## src/hdl/uelf_pkg.sv

```systemverilog
`timescale 1ns / 1ps
// ----------------------------------------------------------------------------
// uelf_pkg: shared types and codes of the exposure lifecycle controller
// Event and result words, event codes, observed-state, operation, outcome
// and action codes, status bit positions and the queue refusal error code.
// ----------------------------------------------------------------------------
package uelf_pkg;

  // Width of the wrapping generation counter.
  localparam int unsigned GEN_WIDTH = 32;

  // Error code recorded when the action queue refuses a request.
  localparam logic signed [31:0] ERR_QUEUE_REFUSED = -32'sd1;

  typedef enum logic [4:0] {
    REQ_ATTACH            = 5'd0,
    REQ_DETACH            = 5'd1,
    REQ_INSTALL_OK        = 5'd2,
    REQ_INSTALL_CLEAN     = 5'd3,
    REQ_INSTALL_AMBIG     = 5'd4,
    REQ_UNINSTALL_BEGIN   = 5'd5,
    REQ_UNINSTALL_OK      = 5'd6,
    REQ_UNINSTALL_FAIL    = 5'd7,
    REQ_FAULT_BEGIN       = 5'd8,
    REQ_FAULT_UPDATE      = 5'd9,
    REQ_FAULT_COMPLETE    = 5'd10,
    REQ_MOUNT             = 5'd11,
    REQ_UNMOUNT           = 5'd12,
    REQ_SUSPEND           = 5'd13,
    REQ_RESUME            = 5'd14,
    REQ_REL_PENDING       = 5'd15,
    REQ_REL_CLEAR         = 5'd16,
    REQ_REL_CONFIRMED     = 5'd17,
    REQ_REL_UNCERTAIN     = 5'd18,
    REQ_REL_UNCERTAIN_GEN = 5'd19,
    REQ_QUERY             = 5'd20
  } req_e;

  typedef enum logic [2:0] {
    OBS_NOT_INSTALLED = 3'd0,
    OBS_ATTACHING     = 3'd1,
    OBS_DISCONNECTED  = 3'd2,
    OBS_MOUNTED       = 3'd3,
    OBS_SUSPENDED     = 3'd4,
    OBS_DETACHING     = 3'd5
  } obs_e;

  typedef enum logic [1:0] {
    OP_INSTALL   = 2'd0,
    OP_UNINSTALL = 2'd1,
    OP_RUNTIME   = 2'd2
  } op_e;

  typedef enum logic [1:0] {
    OUT_REJECT = 2'd0,
    OUT_NOOP   = 2'd1,
    OUT_ACCEPT = 2'd2,
    OUT_NONE   = 2'd3
  } outcome_e;

  typedef enum logic [1:0] {
    ACT_NONE      = 2'd0,
    ACT_INSTALL   = 2'd1,
    ACT_UNINSTALL = 2'd2
  } action_e;

  // Bit positions in status_bits.
  localparam int unsigned ST_EXPOSED   = 0;
  localparam int unsigned ST_SAFETY    = 1;
  localparam int unsigned ST_UNCERTAIN = 2;
  localparam int unsigned ST_RECOVERY  = 3;

  typedef struct packed {
    logic [4:0]         req_type;
    logic               queue_accepts;
    logic signed [31:0] fault_code;
    logic               driver_gone;
    logic               ep_ready;
    logic [31:0]        given_generation;
  } evt_t;

  typedef struct packed {
    logic [1:0]         outcome;
    logic [1:0]         sched_action;
    logic [3:0]         status_bits;
    logic [2:0]         obs_state;
    logic [31:0]        generation_now;
    logic [31:0]        uncertain_generation;
    logic               err_valid;
    logic [1:0]         error_operation;
    logic signed [31:0] last_error_code;
    logic               hid_accepted;
    logic               prior_unresolved;
  } res_t;

endpackage

```

## src/hdl/uelf_evt_if.sv

```systemverilog
`timescale 1ns / 1ps
// ----------------------------------------------------------------------------
// uelf_evt_if: event channel
// Valid/ready channel that carries one event word per handshake.
// ----------------------------------------------------------------------------
interface uelf_evt_if import uelf_pkg::*; ();
  logic valid;
  logic ready;
  evt_t payload;

  modport source (output valid, output payload, input ready);
  modport sink (input valid, input payload, output ready);
endinterface

```

## src/hdl/uelf_res_if.sv

```systemverilog
`timescale 1ns / 1ps
// ----------------------------------------------------------------------------
// uelf_res_if: result channel
// Valid/ready channel that carries one result word per handshake.
// ----------------------------------------------------------------------------
interface uelf_res_if import uelf_pkg::*; ();
  logic valid;
  logic ready;
  res_t payload;

  modport source (output valid, output payload, input ready);
  modport sink (input valid, input payload, output ready);
endinterface

```

## src/hdl/uelf_core.sv

```systemverilog
`timescale 1ns / 1ps
// ----------------------------------------------------------------------------
// uelf_core: lifecycle state and event decode
// Holds the lifecycle registers, applies one event when fire_i is high and
// forms the result word from the updated state.
// ----------------------------------------------------------------------------
module uelf_core import uelf_pkg::*; (
  input  logic clk_i,
  input  logic rst_ni,
  input  logic fire_i,
  input  evt_t evt_i,
  output res_t res_o
);

  logic                 exposed_q, exposed_d;
  obs_e                 obs_q, obs_d;
  logic                 recovery_q, recovery_d;
  logic                 safety_q, safety_d;
  logic                 uncertain_q, uncertain_d;
  logic [GEN_WIDTH-1:0] gen_q, gen_d;
  logic [GEN_WIDTH-1:0] ugen_q, ugen_d;
  logic                 teardown_q, teardown_d;
  logic                 fault_q, fault_d;
  logic                 err_present_q, err_present_d;
  op_e                  err_op_q, err_op_d;
  logic signed [31:0]   err_code_q, err_code_d;

  outcome_e outcome;
  action_e  action;
  logic     exp_attach;
  logic     hid_detach;
  logic     bus_ok;

  always_comb begin
    exposed_d     = exposed_q;
    obs_d         = obs_q;
    recovery_d    = recovery_q;
    safety_d      = safety_q;
    uncertain_d   = uncertain_q;
    gen_d         = gen_q;
    ugen_d        = ugen_q;
    teardown_d    = teardown_q;
    fault_d       = fault_q;
    err_present_d = err_present_q;
    err_op_d      = err_op_q;
    err_code_d    = err_code_q;
    outcome       = OUT_NONE;
    action        = ACT_NONE;

    exp_attach = exposed_q && (obs_q == OBS_ATTACHING);
    hid_detach = !exposed_q && (obs_q == OBS_DETACHING);
    bus_ok     = exposed_q && !recovery_q;

    case (evt_i.req_type)
      REQ_ATTACH: begin
        if ((obs_q == OBS_DETACHING) || recovery_q) begin
          outcome = OUT_REJECT;
        end else if (obs_q != OBS_NOT_INSTALLED) begin
          outcome = exposed_q ? OUT_NOOP : OUT_REJECT;
        end else begin
          exposed_d     = 1'b1;
          obs_d         = OBS_ATTACHING;
          err_present_d = 1'b0;
          err_op_d      = OP_INSTALL;
          err_code_d    = '0;
          teardown_d    = 1'b0;
          gen_d         = gen_q + GEN_WIDTH'(1);
          if (evt_i.queue_accepts) begin
            recovery_d = 1'b0;
            outcome    = OUT_ACCEPT;
            action     = ACT_INSTALL;
          end else begin
            err_present_d = 1'b1;
            err_code_d    = ERR_QUEUE_REFUSED;
            recovery_d    = 1'b1;
            outcome       = OUT_REJECT;
          end
        end
      end
      REQ_DETACH: begin
        if (obs_q == OBS_ATTACHING) begin
          outcome = OUT_REJECT;
        end else if (!exposed_q &&
                     ((obs_q == OBS_NOT_INSTALLED) || (obs_q == OBS_DETACHING))) begin
          outcome = OUT_NOOP;
        end else if (!exposed_q || (obs_q == OBS_NOT_INSTALLED) || recovery_q) begin
          outcome = OUT_REJECT;
        end else begin
          exposed_d     = 1'b0;
          safety_d      = 1'b1;
          obs_d         = OBS_DETACHING;
          err_present_d = 1'b0;
          err_op_d      = OP_INSTALL;
          err_code_d    = '0;
          if (evt_i.queue_accepts) begin
            outcome = OUT_ACCEPT;
            action  = ACT_UNINSTALL;
          end else begin
            err_present_d = 1'b1;
            err_op_d      = OP_UNINSTALL;
            err_code_d    = ERR_QUEUE_REFUSED;
            recovery_d    = 1'b1;
            outcome       = OUT_REJECT;
          end
        end
      end
      REQ_INSTALL_OK: begin
        if (exp_attach) begin
          recovery_d = 1'b0;
          obs_d      = OBS_DISCONNECTED;
        end
      end
      REQ_INSTALL_CLEAN: begin
        if (exp_attach) begin
          err_present_d = 1'b1;
          err_op_d      = OP_INSTALL;
          err_code_d    = evt_i.fault_code;
          recovery_d    = 1'b0;
          obs_d         = OBS_NOT_INSTALLED;
        end
      end
      REQ_INSTALL_AMBIG: begin
        if (exp_attach) begin
          err_present_d = 1'b1;
          err_op_d      = OP_INSTALL;
          err_code_d    = evt_i.fault_code;
          recovery_d    = 1'b1;
        end
      end
      REQ_UNINSTALL_BEGIN: begin
        if (hid_detach && !teardown_q) begin
          teardown_d = 1'b1;
          gen_d      = gen_q + GEN_WIDTH'(1);
        end
      end
      REQ_UNINSTALL_OK: begin
        if (hid_detach) begin
          recovery_d = 1'b0;
          obs_d      = OBS_NOT_INSTALLED;
        end
      end
      REQ_UNINSTALL_FAIL: begin
        if (hid_detach) begin
          err_present_d = 1'b1;
          err_op_d      = OP_UNINSTALL;
          err_code_d    = evt_i.fault_code;
          recovery_d    = 1'b1;
        end
      end
      REQ_FAULT_BEGIN: begin
        if (fault_q) begin
          outcome = OUT_REJECT;
        end else begin
          fault_d       = 1'b1;
          err_present_d = 1'b1;
          err_op_d      = OP_RUNTIME;
          err_code_d    = evt_i.fault_code;
          teardown_d    = 1'b0;
          exposed_d     = 1'b0;
          safety_d      = 1'b1;
          obs_d         = OBS_DETACHING;
          outcome       = OUT_ACCEPT;
        end
      end
      REQ_FAULT_UPDATE: begin
        if (fault_q) begin
          err_present_d = 1'b1;
          err_op_d      = OP_RUNTIME;
          err_code_d    = evt_i.fault_code;
        end
      end
      REQ_FAULT_COMPLETE: begin
        if (fault_q) begin
          recovery_d = 1'b1;
          if (evt_i.driver_gone) begin
            obs_d = OBS_NOT_INSTALLED;
          end
        end
      end
      REQ_MOUNT: begin
        if (bus_ok && (obs_q != OBS_DETACHING)) begin
          obs_d   = OBS_MOUNTED;
          outcome = OUT_ACCEPT;
        end else begin
          outcome = OUT_REJECT;
        end
      end
      REQ_UNMOUNT: begin
        if (bus_ok && (obs_q != OBS_DETACHING)) begin
          if (obs_q != OBS_DISCONNECTED) begin
            gen_d = gen_q + GEN_WIDTH'(1);
          end
          obs_d   = OBS_DISCONNECTED;
          outcome = OUT_ACCEPT;
        end else begin
          outcome = OUT_REJECT;
        end
      end
      REQ_SUSPEND: begin
        if (bus_ok && (obs_q == OBS_MOUNTED)) begin
          obs_d   = OBS_SUSPENDED;
          outcome = OUT_ACCEPT;
        end else begin
          outcome = OUT_REJECT;
        end
      end
      REQ_RESUME: begin
        if (bus_ok && (obs_q == OBS_SUSPENDED)) begin
          obs_d   = OBS_MOUNTED;
          outcome = OUT_ACCEPT;
        end else begin
          outcome = OUT_REJECT;
        end
      end
      REQ_REL_PENDING: begin
        safety_d = 1'b1;
      end
      REQ_REL_CLEAR: begin
        if (uncertain_q) begin
          outcome = OUT_REJECT;
        end else begin
          safety_d = 1'b0;
          outcome  = OUT_ACCEPT;
        end
      end
      REQ_REL_CONFIRMED: begin
        safety_d    = 1'b0;
        uncertain_d = 1'b0;
        ugen_d      = '0;
      end
      REQ_REL_UNCERTAIN: begin
        safety_d    = 1'b1;
        uncertain_d = 1'b1;
        ugen_d      = gen_q;
      end
      REQ_REL_UNCERTAIN_GEN: begin
        safety_d    = 1'b1;
        uncertain_d = 1'b1;
        ugen_d      = GEN_WIDTH'(evt_i.given_generation);
      end
      default: begin
        // query and unused codes: report only
      end
    endcase
  end

  // Snapshot after the event.
  always_comb begin
    res_o.outcome                   = outcome;
    res_o.sched_action              = action;
    res_o.status_bits[ST_EXPOSED]   = exposed_d;
    res_o.status_bits[ST_SAFETY]    = safety_d;
    res_o.status_bits[ST_UNCERTAIN] = uncertain_d;
    res_o.status_bits[ST_RECOVERY]  = recovery_d;
    res_o.obs_state                 = obs_d;
    res_o.generation_now            = 32'(gen_d);
    res_o.uncertain_generation      = 32'(ugen_d);
    res_o.err_valid                 = err_present_d;
    res_o.error_operation           = err_op_d;
    res_o.last_error_code           = err_code_d;
    res_o.hid_accepted              = !recovery_d && exposed_d && (obs_d == OBS_MOUNTED) &&
                                      evt_i.ep_ready;
    res_o.prior_unresolved          = uncertain_d && (ugen_d != gen_d);
  end

  always_ff @(posedge clk_i or negedge rst_ni) begin
    if (!rst_ni) begin
      exposed_q     <= 1'b0;
      obs_q         <= OBS_NOT_INSTALLED;
      recovery_q    <= 1'b0;
      safety_q      <= 1'b0;
      uncertain_q   <= 1'b0;
      gen_q         <= '0;
      ugen_q        <= '0;
      teardown_q    <= 1'b0;
      fault_q       <= 1'b0;
      err_present_q <= 1'b0;
      err_op_q      <= OP_INSTALL;
      err_code_q    <= '0;
    end else if (fire_i) begin
      exposed_q     <= exposed_d;
      obs_q         <= obs_d;
      recovery_q    <= recovery_d;
      safety_q      <= safety_d;
      uncertain_q   <= uncertain_d;
      gen_q         <= gen_d;
      ugen_q        <= ugen_d;
      teardown_q    <= teardown_d;
      fault_q       <= fault_d;
      err_present_q <= err_present_d;
      err_op_q      <= err_op_d;
      err_code_q    <= err_code_d;
    end
  end

endmodule

```

## src/hdl/usb_exposure_lifecycle_fsm.sv

```systemverilog
`timescale 1ns / 1ps
// ----------------------------------------------------------------------------
// usb_exposure_lifecycle_fsm: USB device exposure lifecycle controller
// Takes one lifecycle event per word and returns one result word with the
// outcome, the scheduled queue action and a full status snapshot.
// ----------------------------------------------------------------------------
// Every event word on evt_i produces exactly one result word on res_o, in
// order. The block takes one event per clock cycle while res_o is not
// stalled: an event lands in the input register, then the decode logic in
// uelf_core applies it to the lifecycle registers and the result is captured
// in the output register, from which it is offered on res_o. Both registers
// advance together whenever the output register is empty or its word is
// being taken, so a stalled consumer backs up the input register first and
// evt_i.ready drops only when both hold a word. The result reflects the state
// after the event, and queue refusals, ignored completions and unknown event
// codes (which act as a query) all still return a word. There are no
// configuration registers; reset clears all lifecycle state.
// ----------------------------------------------------------------------------
module usb_exposure_lifecycle_fsm import uelf_pkg::*; (
  input  logic              clk_i,
  input  logic              rst_ni,
  uelf_evt_if.sink          evt_i,
  uelf_res_if.source        res_o
);

  // Input register: one event waiting for decode.
  logic in_valid_q;
  evt_t in_evt_q;

  // Output register: one finished result waiting for the consumer.
  logic res_valid_q;
  res_t res_q;

  res_t core_res;
  logic advance;
  logic fire;

  // Advance the pipe when the output slot is free or being emptied.
  assign advance     = !res_valid_q || res_o.ready;
  // Apply the held event to the lifecycle state on this edge.
  assign fire        = in_valid_q && advance;
  // Take a new word whenever the input slot empties this cycle.
  assign evt_i.ready = !in_valid_q || advance;

  uelf_core u_core (
    .clk_i  (clk_i),
    .rst_ni (rst_ni),
    .fire_i (fire),
    .evt_i  (in_evt_q),
    .res_o  (core_res)
  );

  always_ff @(posedge clk_i or negedge rst_ni) begin
    if (!rst_ni) begin
      in_valid_q  <= 1'b0;
      res_valid_q <= 1'b0;
    end else begin
      if (evt_i.ready) begin
        in_valid_q <= evt_i.valid;
      end
      if (advance) begin
        res_valid_q <= in_valid_q;
      end
    end
  end

  // Payload registers: load only, no reset needed.
  always_ff @(posedge clk_i) begin
    if (evt_i.valid && evt_i.ready) begin
      in_evt_q <= evt_i.payload;
    end
    if (fire) begin
      res_q <= core_res;
    end
  end

  assign res_o.valid   = res_valid_q;
  assign res_o.payload = res_q;

  // --------------------------------------------------------------------------
  // Assertions
  // --------------------------------------------------------------------------

  // A queue action is only handed out with an accepted outcome.
  a_action_needs_accept: assert property (@(posedge clk_i) disable iff (!rst_ni)
    (res_valid_q && (res_q.sched_action != ACT_NONE)) |-> (res_q.outcome == OUT_ACCEPT))
    else $error("scheduled action without accepted outcome");

  // HID acceptance requires exposed, not recovering and mounted.
  a_hid_consistent: assert property (@(posedge clk_i) disable iff (!rst_ni)
    (res_valid_q && res_q.hid_accepted) |->
      (res_q.status_bits[ST_EXPOSED] && !res_q.status_bits[ST_RECOVERY] &&
       (res_q.obs_state == OBS_MOUNTED)))
    else $error("hid accepted in a state that forbids it");

  // Release uncertainty always comes with safety pending.
  a_uncertain_implies_safety: assert property (@(posedge clk_i) disable iff (!rst_ni)
    (res_valid_q && res_q.status_bits[ST_UNCERTAIN]) |-> res_q.status_bits[ST_SAFETY])
    else $error("release uncertain without safety pending");

  // Unresolved prior generation is only reported while release is uncertain.
  a_prior_needs_uncertain: assert property (@(posedge clk_i) disable iff (!rst_ni)
    (res_valid_q && res_q.prior_unresolved) |->
      (res_q.status_bits[ST_UNCERTAIN] &&
       (res_q.uncertain_generation != res_q.generation_now)))
    else $error("prior unresolved without matching uncertainty");

  // A held event is applied in the cycle the output slot frees up.
  a_event_drains: assert property (@(posedge clk_i) disable iff (!rst_ni)
    (in_valid_q && !res_valid_q) |=> res_valid_q)
    else $error("held event not moved to the result register");

endmodule
```

## src/flat_wrapper.sv

```systemverilog
// flat-port wrapper written by rule: the top's interface ports become plain ports
module usb_exposure_lifecycle_fsm_flat import uelf_pkg::*;
  (clk_i, rst_ni, evt_i_valid, evt_i_payload, evt_i_ready, res_o_valid, res_o_payload, res_o_ready);
  uelf_evt_if evt_i_i ();
  uelf_res_if res_o_i ();
  input  logic clk_i;
  input  logic rst_ni;
  input wire logic [$bits(evt_i_i.valid)-1:0] evt_i_valid;
  input wire logic [$bits(evt_i_i.payload)-1:0] evt_i_payload;
  output wire logic [$bits(evt_i_i.ready)-1:0] evt_i_ready;
  output wire logic [$bits(res_o_i.valid)-1:0] res_o_valid;
  output wire logic [$bits(res_o_i.payload)-1:0] res_o_payload;
  input wire logic [$bits(res_o_i.ready)-1:0] res_o_ready;
  assign evt_i_i.valid = evt_i_valid;
  assign evt_i_i.payload = evt_i_payload;
  assign evt_i_ready = evt_i_i.ready;
  assign res_o_valid = res_o_i.valid;
  assign res_o_payload = res_o_i.payload;
  assign res_o_i.ready = res_o_ready;
  usb_exposure_lifecycle_fsm u_core (.clk_i(clk_i), .rst_ni(rst_ni), .evt_i(evt_i_i), .res_o(res_o_i));
endmodule
```

## config.mk

```make
export PLATFORM = sky130hd
export DESIGN_NAME = usb_exposure_lifecycle_fsm_flat
export DESIGN_NICKNAME = d
export VERILOG_FILES = /design/src/hdl/uelf_pkg.sv /design/src/hdl/uelf_evt_if.sv /design/src/hdl/uelf_res_if.sv /design/src/hdl/uelf_core.sv /design/src/hdl/usb_exposure_lifecycle_fsm.sv /design/src/flat_wrapper.sv
export SDC_FILE = /design/constraint.sdc
export NUM_CORES = 1
export LEC_CHECK = 0
export ABC_AREA = 1
export BUFFER_PORTS_ARGS = -buffer_cell sky130_fd_sc_hd__buf_2
export CORE_MARGIN = 1.5
export CORE_UTILIZATION = 30
export DETAILED_ROUTE_END_ITERATION = 16
export PLACE_DENSITY = 0.52
export SYNTH_ARGS = -nofsm -noshare
export SYNTH_HDL_FRONTEND = slang
export SYNTH_SLANG_ARGS = --single-unit
```

## constraint.sdc

```tcl
create_clock -name clk_i -period 4.5 [get_ports clk_i]
set_input_delay 0.225 -clock clk_i [delete_from_list [all_inputs] [get_ports clk_i]]
set_output_delay 0.225 -clock clk_i [all_outputs]
set_load 0.01 [all_outputs]
```

Word level (Yosys, flattened, before mapping). Cells that the tools add are included.

Flip-flop bits (word level): 294. Latch bits: 0. Bits in read-only memories: 0. RAM bits: 0. Memories kept: 0. Logic and storage cells: 206.

Add/sub/neg operators: 1. Equal/unequal tests: 31. Reduce and logical (&&, ||, !) cells: 37. Shift-type cells: 0. Div/mod/pow operators: 0. Multiply operators: 0. $lt $le $gt $ge: 0. Bitwise gates (word level): 0. Multiplexer cells: 106.

Operators with widths (number): 32-bit two-way mux (15); 32-bit case mux with 3 select lines (2); 32-bit case mux with 6 select lines (1); 3-bit two-way mux (15); 2-bit two-way mux (22); 1-bit two-way mux (41); 5-bit by 4-bit == test with 1-bit output (second input constant) (8); 3-bit case mux with 11 select lines (1); 32-bit by 1-bit adder with 32-bit output (second input constant) (1); 32-bit != test (1); 5-bit by 3-bit == test with 1-bit output (second input constant) (4); 5-bit == test (second input constant) (4); 1-bit logical AND (14); 2-bit case mux with 7 select lines (1); 2-bit case mux with 6 select lines (1); 5-bit by 2-bit == test with 1-bit output (second input constant) (2); 2-bit != test (second input constant) (4); 2-bit OR reduction (4); 1-bit case mux with 7 select lines (1); 3-bit by 2-bit == test with 1-bit output (second input constant) (2); 3-bit == test (second input constant) (2); 1-bit logical NOT (6); 1-bit logical OR (6); 1-bit case mux with 3 select lines (2); other kinds (14) (15).

Logic depth before layout (Yosys ltp). Gate-level depths: netlist of run 1.

Depth in word-level cells: 11. Depth in mapped cells: 19.

Hierarchy. Synthesis of run 1 repeated with hierarchy kept, for this count alone.

Cell total of the unflattened synthesis: 1503. Area total of the unflattened synthesis: 13813.2 µm².

By module, submodules not included: uelf_core (cells each 1307, instances 1, area an instance 8192.9 µm²); usb_exposure_lifecycle_fsm (cells each 196, instances 1, area an instance 5620.4 µm²).

Worst setup path after synthesis of run 1. Ideal clock, no wire load.

Path kind: register to register. Start point: register u_core.res_valid_q (netlist: u_core.res_o.valid). End point: register u_core.res_q, in the netlist u_core.res_o.payload[0], enable pin. Arrival time: 4.001 ns. Data required time: 3.982 ns. Buffers on the path: 1. Stages on the path, launching flop included: 5. Path slack: -0.019 ns. Path through: dfrtp_1 -> nand2_1 -> nand2_1 -> inv_2 -> clkbuf_1.

Longest elaborated chain between the ends: 3.

Ends and longest elaborated chain: start, declared (line usb_exposure_lifecycle_fsm.sv:31) `logic res_valid_q;`; start signal, assigned (line usb_exposure_lifecycle_fsm.sv:62) `res_valid_q <= in_valid_q;`; 1-bit logical NOT (line usb_exposure_lifecycle_fsm.sv:39) `assign advance = !res_valid_q || res_o.ready;`; 1-bit logical OR (line usb_exposure_lifecycle_fsm.sv:39); 1-bit logical AND (line usb_exposure_lifecycle_fsm.sv:41) `assign fire = in_valid_q && advance;`; named net u_core.fire (line usb_exposure_lifecycle_fsm.sv:36) `logic fire;`; end signal, assigned (line usb_exposure_lifecycle_fsm.sv:73) `res_q <= core_res;`; end, declared (line usb_exposure_lifecycle_fsm.sv:32) `res_t res_q;`.

The timed path passes the listed nets, and every way through them passes these cells. A chain may end at the register's enable or synchronous reset.

==> impl_summary.txt, run 1 <==
----------------------------------------------------
[Run status]
  Outcome ... complete, no violations

[STA]
  Share of the clock period used by the worst path ... 77.04%
  Measured slew at the worst slew-check pin ... 1048 ps
  Setup TNS after final layout ... 0 ps
  Worst clock skew ... slightly above 30 ps
  Setup violation total in the final timing report ... 0
  Final Hold Fails ... 0
  Max-slew headroom at the worst pin ... between 30% and 40%
  Smallest setup slack after layout ... 1033 ps
  Setup repair after global routing missed its margin ... no
  Slew Viols, Final ... 0
  Highest clock frequency the design can meet ... 288.4 MHz
  Final hold slack ... 259.2 ps
  Post-layout minimum cycle time ... between 3000 and 4000 ps

[Die]
  Die area ... ~47000 um2
  Boundary Pins ... 190
  Core Footprint ... 45280 um2
  Effective utilization at floorplan ... a little under a third
  Number of placement rows ... slightly below 80
  Vert. Die Dim ... around 220 um
  Width of the die ... 217.0 um

[Worst setup path]
  Endpoint of the worst-slack reg-to-reg timing path ... u_core.res_o.payload[0]
  Worst Setup Path Type ... flop to flop
  Largest fanout on the critical path ... 44
  Timing startpoint of the critical path ... u_core.u_core.obs_q[1]
  Required time of the worst setup path ... 4800 ps
  Origin of the critical flop-to-flop path ... u_core.u_core.obs_q[1]
  Critical path data arrival time ... 3760 ps
  Crit end category ... flop
  End of the critical path ... u_core.res_o.payload[0]
  R2R depth ... 17
  Worst setup SP type ... flop
  Register-to-Register Setup Slack ... 1030 ps

[Placed design]
  Port bufs ... 189
  Pre-CTS setup slack ... 1050 ps
  Post-detailed-placement half-perimeter wirelength ... 28.56 mm
  Final weighted congestion in routability-driven placement ... 0.8690

[Global route]
  Maximum number of pins on one net before global-route repair ... 103
  Antenna violations before repair ... 1
  Via count of the first global-routing pass ... about 11000
  Total routing usage reported by global routing ... 17.46%
  Wire length of the first global-routing pass ... 63.65 mm
  Total congestion overflow after global routing ... 0

[Synthesis]
  Post-Syn Nets ... between 1500 and 2000
  Count of synthesis-stage warnings from yosys ... 0
  Post-Syn Instances ... approximately 1500
  Syn Std Cell Area ... 13740 um2
  Fraction of synthesis flops using an asynchronous set or reset pin ... 37.41%
  EDFF count, synth ... 184
  Primary FF master, synth ... sky130_fd_sc_hd__edfxtp_1
  Yosys cell types ... 43
  Cell taking the most area after synthesis ... sky130_fd_sc_hd__edfxtp_1
  Average cell area after synthesis ... 9.221 um2
  Sequential-to-total area share from yosys stat ... around three fifths
  Yosys top cell area share ... 40.21%
  Dominant cell by count in the synthesized netlist ... sky130_fd_sc_hd__nand2_1
  Most frequent cells after synthesis ... sky130_fd_sc_hd__nand2_1 (464), sky130_fd_sc_hd__edfxtp_1 (184), sky130_fd_sc_hd__inv_1 (174), sky130_fd_sc_hd__dfrtp_1 (110), sky130_fd_sc_hd__nor2_1 (101)
  Leading post-synthesis cells by cell area ... sky130_fd_sc_hd__edfxtp_1 (40%), sky130_fd_sc_hd__dfrtp_1 (20%), sky130_fd_sc_hd__nand2_1 (13%)
  Count of state elements after synthesis ... 294

[Route]
  Detailed-routing iteration count for the pre-antenna-repair pass ... 5
  1st-iter DRT viols ... roughly 750
  Routed length per instance ... about 17 um
  Antenna viol nets, final ... 0
  Total wire length after detailed routing ... 40.74 mm
  Post-DR vias/cell ... between 4 and 5
  Count of vias placed by the detailed router ... 11120
  Total DRC errors in the routed layout ... 0

[Cells and area]
  End-of-flow core utilization ... between 30% and 40%
  Final layout net count ... 1829
  Inserted Diodes ... 0
  Proportion of layout cells with a drive suffix above 1 ... 18.21%
  Area growth from synthesis to final layout ... 25.87%

[CTS]
  Clock tree from TritonCTS ... yes
  Buffer depth of the longest clock path ... 3
  Number of buffers created by CTS ... 35
  Clock-pin slew on the worst setup and hold paths ... 60 ps
  Clk sinks ... between 200 and 300
  Cell chosen for the clock root ... sky130_fd_sc_hd__clkbuf_16
  Number of levels in the clock H-tree ... 2
  Clock latency reported for the late side of the worst-skew pair ... 560 ps
  Setup repair bufs after CTS ... 0

[Power]
  Worst supply voltage drop on vdd ... 0.3333 mV
  Overall power ... 9670 uW
  Cell area power density ... 559.2 nW/um2
  Cell leakage power ... 0.007659 uW

[Hold path]
  Worst hold path class ... input pin to async pin

[Run]
  Max-cap viol count ... 0

----------------------------------------------------
[cells by family after synthesis]
kind of cell / after synthesis / synth area share (%)
simple gates: 756 / 23.86
flops: 294 / 60.25
buf+inv: 241 / 7.021
fa+ha+maj: 1 / 0.09105
xor+xnor: 1 / 0.06376
compound gates: 197 / 8.715
[state kept, by name (all words and copies together) (netlist names)]
| signal | count |
|---|---|
| u_core.u_core.fault_q | 1 |
| u_core.u_core.safety_q | 1 |
| u_core.u_core.ugen_q | 32 |
| u_core.u_core.gen_q | 32 |
| u_core.u_core.uncertain_q | 1 |
| u_core.u_core.obs_q | 3 |
| u_core.u_core.err_present_q | 1 |
| u_core.u_core.err_op_q | 2 |
| u_core.res_o.valid | 1 |
| u_core.res_o.payload | 112 |
| u_core.in_valid_q | 1 |
| u_core.u_core.exposed_q | 1 |
| u_core.u_core.recovery_q | 1 |
| u_core.u_core.teardown_q | 1 |
| u_core.u_core.err_code_q | 32 |
| u_core.in_evt_q | 72 |
[layout by cell type, fill, tap and decap left out, drive strengths merged]
cell and count:
clkinv 12, inv 184, or2 22, a32oi 2, ha 1, o21ai 121
nand3b 8, a22oi 1, a221oi 31, xor2 1, nor3 20, nor2 116
nor4 4, a21oi 8, o31ai 1, buf 201, o211ai 14, a31oi 13
bufinv 6, dfrtp 110, nand3 83, and2 10, clkbuf 51, o221ai 1
nand4 19, o41ai 1, a211oi 3, dlygate4sd3 76, edfxtp 184, nand2 474
a2111o 1
[worst min-delay path by stage]
stage | startpoint | end | slack, ps | depth (start not counted)
after floorplan | rst_ni | u_core.in_valid_q | -70 | 0
after global placement | rst_ni | u_core.u_core.gen_q[15] | 290 | 1
after detailed placement | rst_ni | u_core.u_core.gen_q[15] | 280 | 1
after CTS | rst_ni | u_core.u_core.ugen_q[3] | 240 | 2
after global routing | rst_ni | u_core.u_core.ugen_q[3] | 290 | 2
final | rst_ni | u_core.u_core.ugen_q[3] | 260 | 2
[per-layer routing]
layer  vias up  GRT usage [%]  wire, um
met4         2          6.736      1293
met3        82          3.829      2349
met1      5254          22.71     18120
met2       298          28.34     18970
met5         -              0        10
li1       5482              -         -
[final cells by class]
type / instances / area (um2)
clock buffers: 51 / 1007
clock inverters: 13 / 226.5
fillers: 4710 / 27990
inverters: 189 / 715.7
multi-input cells: 955 / 4504
flip-flops and latches: 294 / 8278
well taps: 600 / 750.7
repair buffers: 277 / 1812
[per-stage QoR]
step	cells	instance area (um2)
3_3_place_gp	2239	15300
5_1_grt	2379	17290
6_report	2379	17290
4_1_cts	2379	17290
3_5_place_dp	2239	15300
2_1_floorplan	1490	13740
[critical path, cell delays in order (launching register included)]
cell and delay [ps]:
sky130_fd_sc_hd__dfrtp_1 420, sky130_fd_sc_hd__inv_2 140, sky130_fd_sc_hd__nand3_2 150, sky130_fd_sc_hd__nand2_1 180, sky130_fd_sc_hd__inv_2 70, sky130_fd_sc_hd__nand3_2 80, sky130_fd_sc_hd__nand3_2 780, sky130_fd_sc_hd__buf_4 530
sky130_fd_sc_hd__nand2_1 90, sky130_fd_sc_hd__nand2_1 90, sky130_fd_sc_hd__nand2_1 110, sky130_fd_sc_hd__nand2_1 50, sky130_fd_sc_hd__nand2_1 50, sky130_fd_sc_hd__nand3_1 60, sky130_fd_sc_hd__nor2_1 150, sky130_fd_sc_hd__nand2_1 80
sky130_fd_sc_hd__nor2_1 80, sky130_fd_sc_hd__a21oi_1 70
[timing repair]
item                                   in CTS  in global routing
hold buffers                               76                  0
endpoints found under the hold margin     113                  0
resized for setup                           0                  0
[where the power goes]
part	switching [uW]	total [uW]	internal, uW
logic	1600	2460	861
clock network	1150	3050	1900
registers	436	4160	3720
total	3190	9670	6480
Power figures use the tool's default switching activity.
==> run 2, diff against run 1 <==
- clock period: 4.5 -> 3.16 ns (I/O delays scaled with it)
==> run 2 against run 1 <==
Compared with the run above: design area grew 1.2%; routed wire length is 3.1% higher; setup slack worse by 790 ps; final cell count up 0.88%; first-iteration DRC count increased by 4.7%; utilization grew 0.44 points; clock power up 37%; global-route usage grew 0.49 points; maximum frequency increased by 19%; non-clock buffer count up 19.
==> impl_summary.txt, run 2 (same netlist as run 1, synthesis figures left out) <==
----------------------------------------------------
[CTS]
  Buffer depth of the longest clock path ... 3
  Number of levels in the clock H-tree ... 2
  Clock-pin slew on the worst setup and hold paths ... 60 ps
  Clk sinks ... between 200 and 300
  Number of buffers created by CTS ... 36
  Cell chosen for the clock root ... sky130_fd_sc_hd__clkbuf_16
  Clock tree from TritonCTS ... yes
  Clock latency reported for the late side of the worst-skew pair ... 550 ps

[STA]
  Setup repair after global routing missed its margin ... no
  Setup violation total in the final timing report ... 0
  Highest clock frequency the design can meet ... 342.4 MHz
  Share of the clock period used by the worst path ... around 90%
  Setup TNS after final layout ... 0 ps
  Worst clock skew ... between 15 and 20 ps
  Final Hold Fails ... 0
  Slew Viols, Final ... 0
  Measured slew at the worst slew-check pin ... 727.9 ps
  Post-layout minimum cycle time ... about 2900 ps
  Max-slew headroom at the worst pin ... about half

[Placed design]
  Total placed cells including tap cells ... between 2000 and 2500
  Port bufs ... 189
  Post-detailed-placement half-perimeter wirelength ... 28.85 mm
  Final weighted congestion in routability-driven placement ... 0.8782

[Worst setup path]
  Buffer and inverter count on the worst path ... 3
  Crit end category ... flop
  Stage delay of the slowest cell on the critical path ... between 400 and 500 ps
  Most frequent cell on the critical path ... sky130_fd_sc_hd__nand2_1
  Required time of the worst setup path ... approximately 3500 ps
  CP delay by family, top ... simple AND/OR/NAND/NOR gates
  Worst Setup Path Type ... flop to flop
  Worst setup SP type ... flop
  Critical path data arrival time ... 3210 ps
  Slowest cell on the critical path ... sky130_fd_sc_hd__edfxtp_1
  Largest fanout on the critical path ... 30
  Worst path cell trace ... inv_2 > nand3_1 > nor2_1 > nand3_2 > nand3_2 > buf_12 > nand2_1 > nand2_1 > nand2_1 > inv_1 > nand2_1 > nand2_1 > nand2_1 > nor2_1 > nand2_1 > nor2_1 > a21oi_1

[Cells and area]
  Area growth from synthesis to final layout ... 27.33%
  Most common library cell in the layout ignoring fill and taps ... sky130_fd_sc_hd__nand2_1
  Number of flip-flops in the largest register ... about 110
  End-of-flow core utilization ... 38.63%
  Final layout net count ... 1849
  Final std cells w/o fill ... 2400
  Highest-count cells in the layout ignoring fill and taps ... sky130_fd_sc_hd__nand2_1 (463), sky130_fd_sc_hd__buf_2 (188), sky130_fd_sc_hd__edfxtp_1 (184)
  Proportion of layout cells with a drive suffix above 1 ... approximately a fifth

[Global route]
  Wire length of the first global-routing pass ... 65.25 mm
  Maximum number of pins on one net before global-route repair ... 135
  Antenna violations before repair ... 3
  Via count of the first global-routing pass ... 11420
  Total congestion overflow after global routing ... 0
  Total routing usage reported by global routing ... 17.95%

[Route]
  1st-iter DRT viols ... about 800
  Count of vias placed by the detailed router ... between 10000 and 15000
  Detailed-routing iteration count for the pre-antenna-repair pass ... 5
  Antenna viol nets, final ... 0
  Total DRC errors in the routed layout ... 0
  Post-DR vias/cell ... 4.689
  Routed length per instance ... between 15 and 20 um
  Total wire length after detailed routing ... 42.02 mm

[Power]
  Cell leakage power ... 0.007754 uW
  Overall power ... 13700 uW
  Cell area power density ... 783.0 nW/um2
  Worst supply voltage drop on vdd ... 0.4541 mV

[Die]
  Vert. Die Dim ... 217.0 um
  Width of the die ... 217.0 um
  Core Footprint ... 45280 um2
  Die area ... approximately 47000 um2
  Boundary Pins ... 190
  Number of placement rows ... 78
  Effective utilization at floorplan ... 30.34%

[Run]
  Max-cap viol count ... 0

[Hold path]
  Worst hold path class ... input pin to async pin

[Run status]
  Outcome ... complete, no violations

----------------------------------------------------
run 2: power by group:
group | internal, uW | switching (uW)
Combinational | 1310 | 2360
Sequential | 5300 | 570
Clock | 2510 | 1650
Total | 9120 | 4580
run 2: what timing repair did:
item                       4_1_cts  5_1_grt
hold endpoints to repair       115        0
buffers inserted                 0        1
hold buffers                    77        0
setup endpoints to repair        0        1
gates resized for setup          0        1
run 2: layer usage:
layer / part of all wire [%] / wire, um / track usage (%) / up-vias
met1: 43 / 18100 / 22.73 / 5364
met5: 0.052 / 22 / 0 / -
met2: 48 / 20260 / 30.48 / 305
li1: - / - / - / 5515
met4: 2.5 / 1066 / 5.556 / 4
met3: 6.1 / 2573 / 3.955 / 66
run 2: area by class of cell:
cell class,instances,area (um2)
multi-input combinational,955,4512
inverter,189,715.7
clock buffer,48,1018
clock inverter,17,167.7
sequential,294,8278
fill,4615,27790
timing repair buffer,296,2049
antenna,1,2.502
tap,600,750.7
run 2: final timing paths:
path / from / to / slack, ps / cells past startpoint
setup / recovery: u_core.in_evt_q[71] / u_core.res_o.payload[0] / 240 / 17
hold / removal: rst_ni / u_core.u_core.gen_q[17] / 230 / 2
setup reg to reg: u_core.in_evt_q[71] / u_core.res_o.payload[0] / 240 / 17
hold reg to reg: u_core.u_core.ugen_q[27] / u_core.u_core.ugen_q[27] / 480 / 2
max in group asynchronous: rst_ni / u_core.u_core.gen_q[14] / 2160 / 3
min in group clk_i: evt_i_payload[43] / u_core.in_evt_q[43] / 310 / 2
run 2: through the flow:
| step | setup slack (ps) | area [um2] | hold slack [ps] |
|---|---|---|---|
| floorplan | 390.0 | 13740 | -137.6 |
| global placement | 254.3 | 15490 | 265.8 |
| detailed placement | 169.9 | 15490 | 267.4 |
| CTS | 157.9 | 17450 | 240.2 |
| global route | 2.979 | 17490 | 301.7 |
| finish | 239.1 | 17490 | 228.8 |
run 2: worst reg2reg max path, stage by stage, from the launching register on:
cell and delay (ps):
sky130_fd_sc_hd__edfxtp_1 460, sky130_fd_sc_hd__inv_2 170, sky130_fd_sc_hd__nand3_1 200, sky130_fd_sc_hd__nor2_1 210, sky130_fd_sc_hd__nand3_2 120, sky130_fd_sc_hd__nand3_2 180, sky130_fd_sc_hd__buf_12 210, sky130_fd_sc_hd__nand2_1 90
sky130_fd_sc_hd__nand2_1 60, sky130_fd_sc_hd__nand2_1 140, sky130_fd_sc_hd__inv_1 100, sky130_fd_sc_hd__nand2_1 50, sky130_fd_sc_hd__nand2_1 70, sky130_fd_sc_hd__nand2_1 70, sky130_fd_sc_hd__nor2_1 210, sky130_fd_sc_hd__nand2_1 80
sky130_fd_sc_hd__nor2_1 160, sky130_fd_sc_hd__a21oi_1 80
==> run 3, diff against run 2 <==
- CORE_UTILIZATION: 30 -> 50
- PLACE_DENSITY: 0.52 -> 0.77
==> run 3 against run 2 <==
Compared with the run above: first-iteration DRC count is 39% higher; sequential power rose by 0.9%; clock skew is 7.2 ps lower; final cell count fell by 11%; setup slack got worse by 5.0 ps; register-to-register slack barely moved; critical path depth shrank 2; non-clock buffer count shrank 5; worst hold slack worse by 11 ps; clock-buffer cell count shrank 8; sequential cell count unchanged.
==> impl_summary.txt, run 3 (same netlist as run 1, synthesis figures left out) <==
----------------------------------------------------
[Placed design]
  Port bufs ... 189
  Cell area after placement ... 15100 um2
  Final weighted congestion in routability-driven placement ... 0.9179
  Post-detailed-placement half-perimeter wirelength ... ~26 mm

[Global route]
  Total routing usage reported by global routing ... around 28%
  Total congestion overflow after global routing ... 0
  Met3 usage in global routing ... roughly 5.6%
  Via count of the first global-routing pass ... 11560
  Wire length of the first global-routing pass ... 61.76 mm
  Antenna violations before repair ... 0
  Met1 track utilization from global routing ... about a third
  Global-route track usage on met2 ... 47.59%
  Maximum number of pins on one net before global-route repair ... 90
  Busiest layer in global routing ... met2

[Power]
  Overall power ... roughly 13000 uW
  Sequential group share of total power ... about 45%
  Combinational cell fraction of total power ... 26.9%
  Total internal power ... 8712 uW
  Cell leakage power ... about 0.0077 uW
  Power share of the clock group ... 28.3%
  Worst supply voltage drop on vdd ... 0.4652 mV
  Switching fraction of total power ... 34.09%
  Cell area power density ... 781.5 nW/um2
  Net switching power ... around 4500 uW

[STA]
  Post-layout minimum cycle time ... about 3000 ps
  Share of the clock period used by the worst path ... 92.59%
  Worst clock skew ... 12.49 ps
  Slew Viols, Final ... 0
  Measured slew at the worst slew-check pin ... around 860 ps
  Max-slew headroom at the worst pin ... 42.60%
  Setup repair after global routing missed its margin ... no
  Highest clock frequency the design can meet ... between 300 and 400 MHz
  Setup violation total in the final timing report ... 0
  Final Hold Fails ... 0
  Setup TNS after final layout ... 0 ps

[Cells and area]
  Inserted Diodes ... 0
  Area growth from synthesis to final layout ... 23.09%
  Fill count ... 2157
  Final layout net count ... 1839
  End-of-flow core utilization ... between 60% and 70%
  Sequential cell area ... between 8000 and 9000 um2
  Number of flip-flops in the largest register ... 112
  Highest-count cells in the layout ignoring fill and taps ... sky130_fd_sc_hd__nand2_1 (463), sky130_fd_sc_hd__buf_2 (188), sky130_fd_sc_hd__edfxtp_1 (184)
  Most common library cell in the layout ignoring fill and taps ... sky130_fd_sc_hd__nand2_1
  Area of all placed cells without fillers ... 16910 um2
  Proportion of layout cells with a drive suffix above 1 ... 18.91%
  Total area of multi-input combinational cells ... 4504 um2

[Route]
  Routed length per instance ... 18.22 um
  Count of vias placed by the detailed router ... 11600
  Detailed-routing iteration count for the pre-antenna-repair pass ... 5
  Post-DR vias/cell ... 5.452
  Total wire length after detailed routing ... 38.78 mm
  1st-iter DRT viols ... 1085
  Antenna viol nets, final ... 0
  Total DRC errors in the routed layout ... 0

[Worst setup path]
  Crit end category ... flop
  Slowest cell on the critical path ... sky130_fd_sc_hd__edfxtp_1
  CP delay by family, top ... simple AND/OR/NAND/NOR gates
  Stage delay of the slowest cell on the critical path ... 480 ps
  Largest fanout on the critical path ... 59
  Critical path data arrival time ... about 3300 ps
  Required time of the worst setup path ... 3480 ps
  Worst Setup Path Type ... flop to flop
  Buffer and inverter count on the worst path ... 2
  Worst setup SP type ... flop
  Worst path cell trace ... nor2_4 > nand3_2 > inv_2 > nand2_2 > nand3_2 > buf_12 > o21ai_1 > nand2_1 > nand2_1 > nand2_1 > nand3_1 > nor2_1 > nand2_1 > nor2_1 > a21oi_1
  Most frequent cell on the critical path ... sky130_fd_sc_hd__nand2_1

[Die]
  Core Footprint ... 26950 um2
  Width of the die ... around 170 um
  Die area ... 28480 um2
  Number of placement rows ... 60
  Boundary Pins ... 190
  Effective utilization at floorplan ... 50.98%
  Vert. Die Dim ... between 150 and 200 um

[CTS]
  Number of buffers created by CTS ... 31
  Clock tree from TritonCTS ... yes
  Setup repair bufs after CTS ... 0
  Clock-pin slew on the worst setup and hold paths ... 70 ps
  Buffer depth of the longest clock path ... 3
  Clk sinks ... 294
  Cell chosen for the clock root ... sky130_fd_sc_hd__clkbuf_16
  Number of levels in the clock H-tree ... 1
  Clock latency reported for the late side of the worst-skew pair ... between 500 and 600 ps

[Run]
  Max-cap viol count ... 0

[Hold path]
  Worst hold path class ... input pin to async pin

[Run status]
  Outcome ... complete, no violations

----------------------------------------------------
[run 3: changes by cell type in the layout (fill, tap and decap cells not counted), sizes merged]
cell      before  now
buf          218  214
clkbuf        49   40
clkinv        15   16
clkinvlp       3    1
diode          1    0
inv          185  187
[run 3: layout make-up]
type                            count  area share, %
Tap cell                          341          2.523
Clock buffer                       40          5.082
Inverter                          189          4.232
Timing Repair Buffer              291          11.50
Clock inverter                     18          1.088
Sequential cell                   294          48.95
Multi-Input combinational cell    955          26.63
[run 3: timing repair]
action	in CTS	in global routing
resized for setup	0	1
hold buffers	77	0
hold endpoints to repair	129	0
endpoints found under the setup margin	0	1
[run 3: worst paths after layout]
check	from	endpoint	slack (ps)	depth (start not counted)
setup / recovery	u_core.in_evt_q[69]	u_core.res_o.payload[0]	230	15
hold / removal	rst_ni	u_core.u_core.err_code_q[17]	220	2
setup reg to reg	u_core.in_evt_q[69]	u_core.res_o.payload[0]	230	15
hold reg to reg	u_core.u_core.err_op_q[1]	u_core.u_core.err_op_q[1]	480	2
max in group asynchronous	rst_ni	u_core.u_core.ugen_q[16]	2170	3
min in group clk_i	evt_i_payload[28]	u_core.in_evt_q[28]	290	2
[run 3: stage by stage]
step	std cells	hold WS [ps]	worst slack, ps
after floorplan	1490	-137.6	390.0
after global placement	1993	297.9	103.6
after detailed placement	1993	298.4	145.4
after CTS	2128	243.1	144.2
after global routing	2128	280.4	44.81
final	2128	217.8	234.1
[run 3: layer usage]
metal,vias to the layer above,part of all wire [%]
met4,0,3.2
met1,5505,41
met2,506,49
li1,5502,-
met5,-,0
met3,89,7.1
[run 3: power groups by stage]
| stage | registers (uW) | clock network, uW | logic, uW |
|---|---|---|---|
| CTS | 5880 | 3780 | 3510 |
| global placement | 5910 | 0 | 3280 |
| finish | 5920 | 3750 | 3550 |
| global route | 6010 | 3940 | 3990 |
| floorplan | 5980 | 0 | 2140 |
| detailed placement | 5940 | 0 | 3400 |
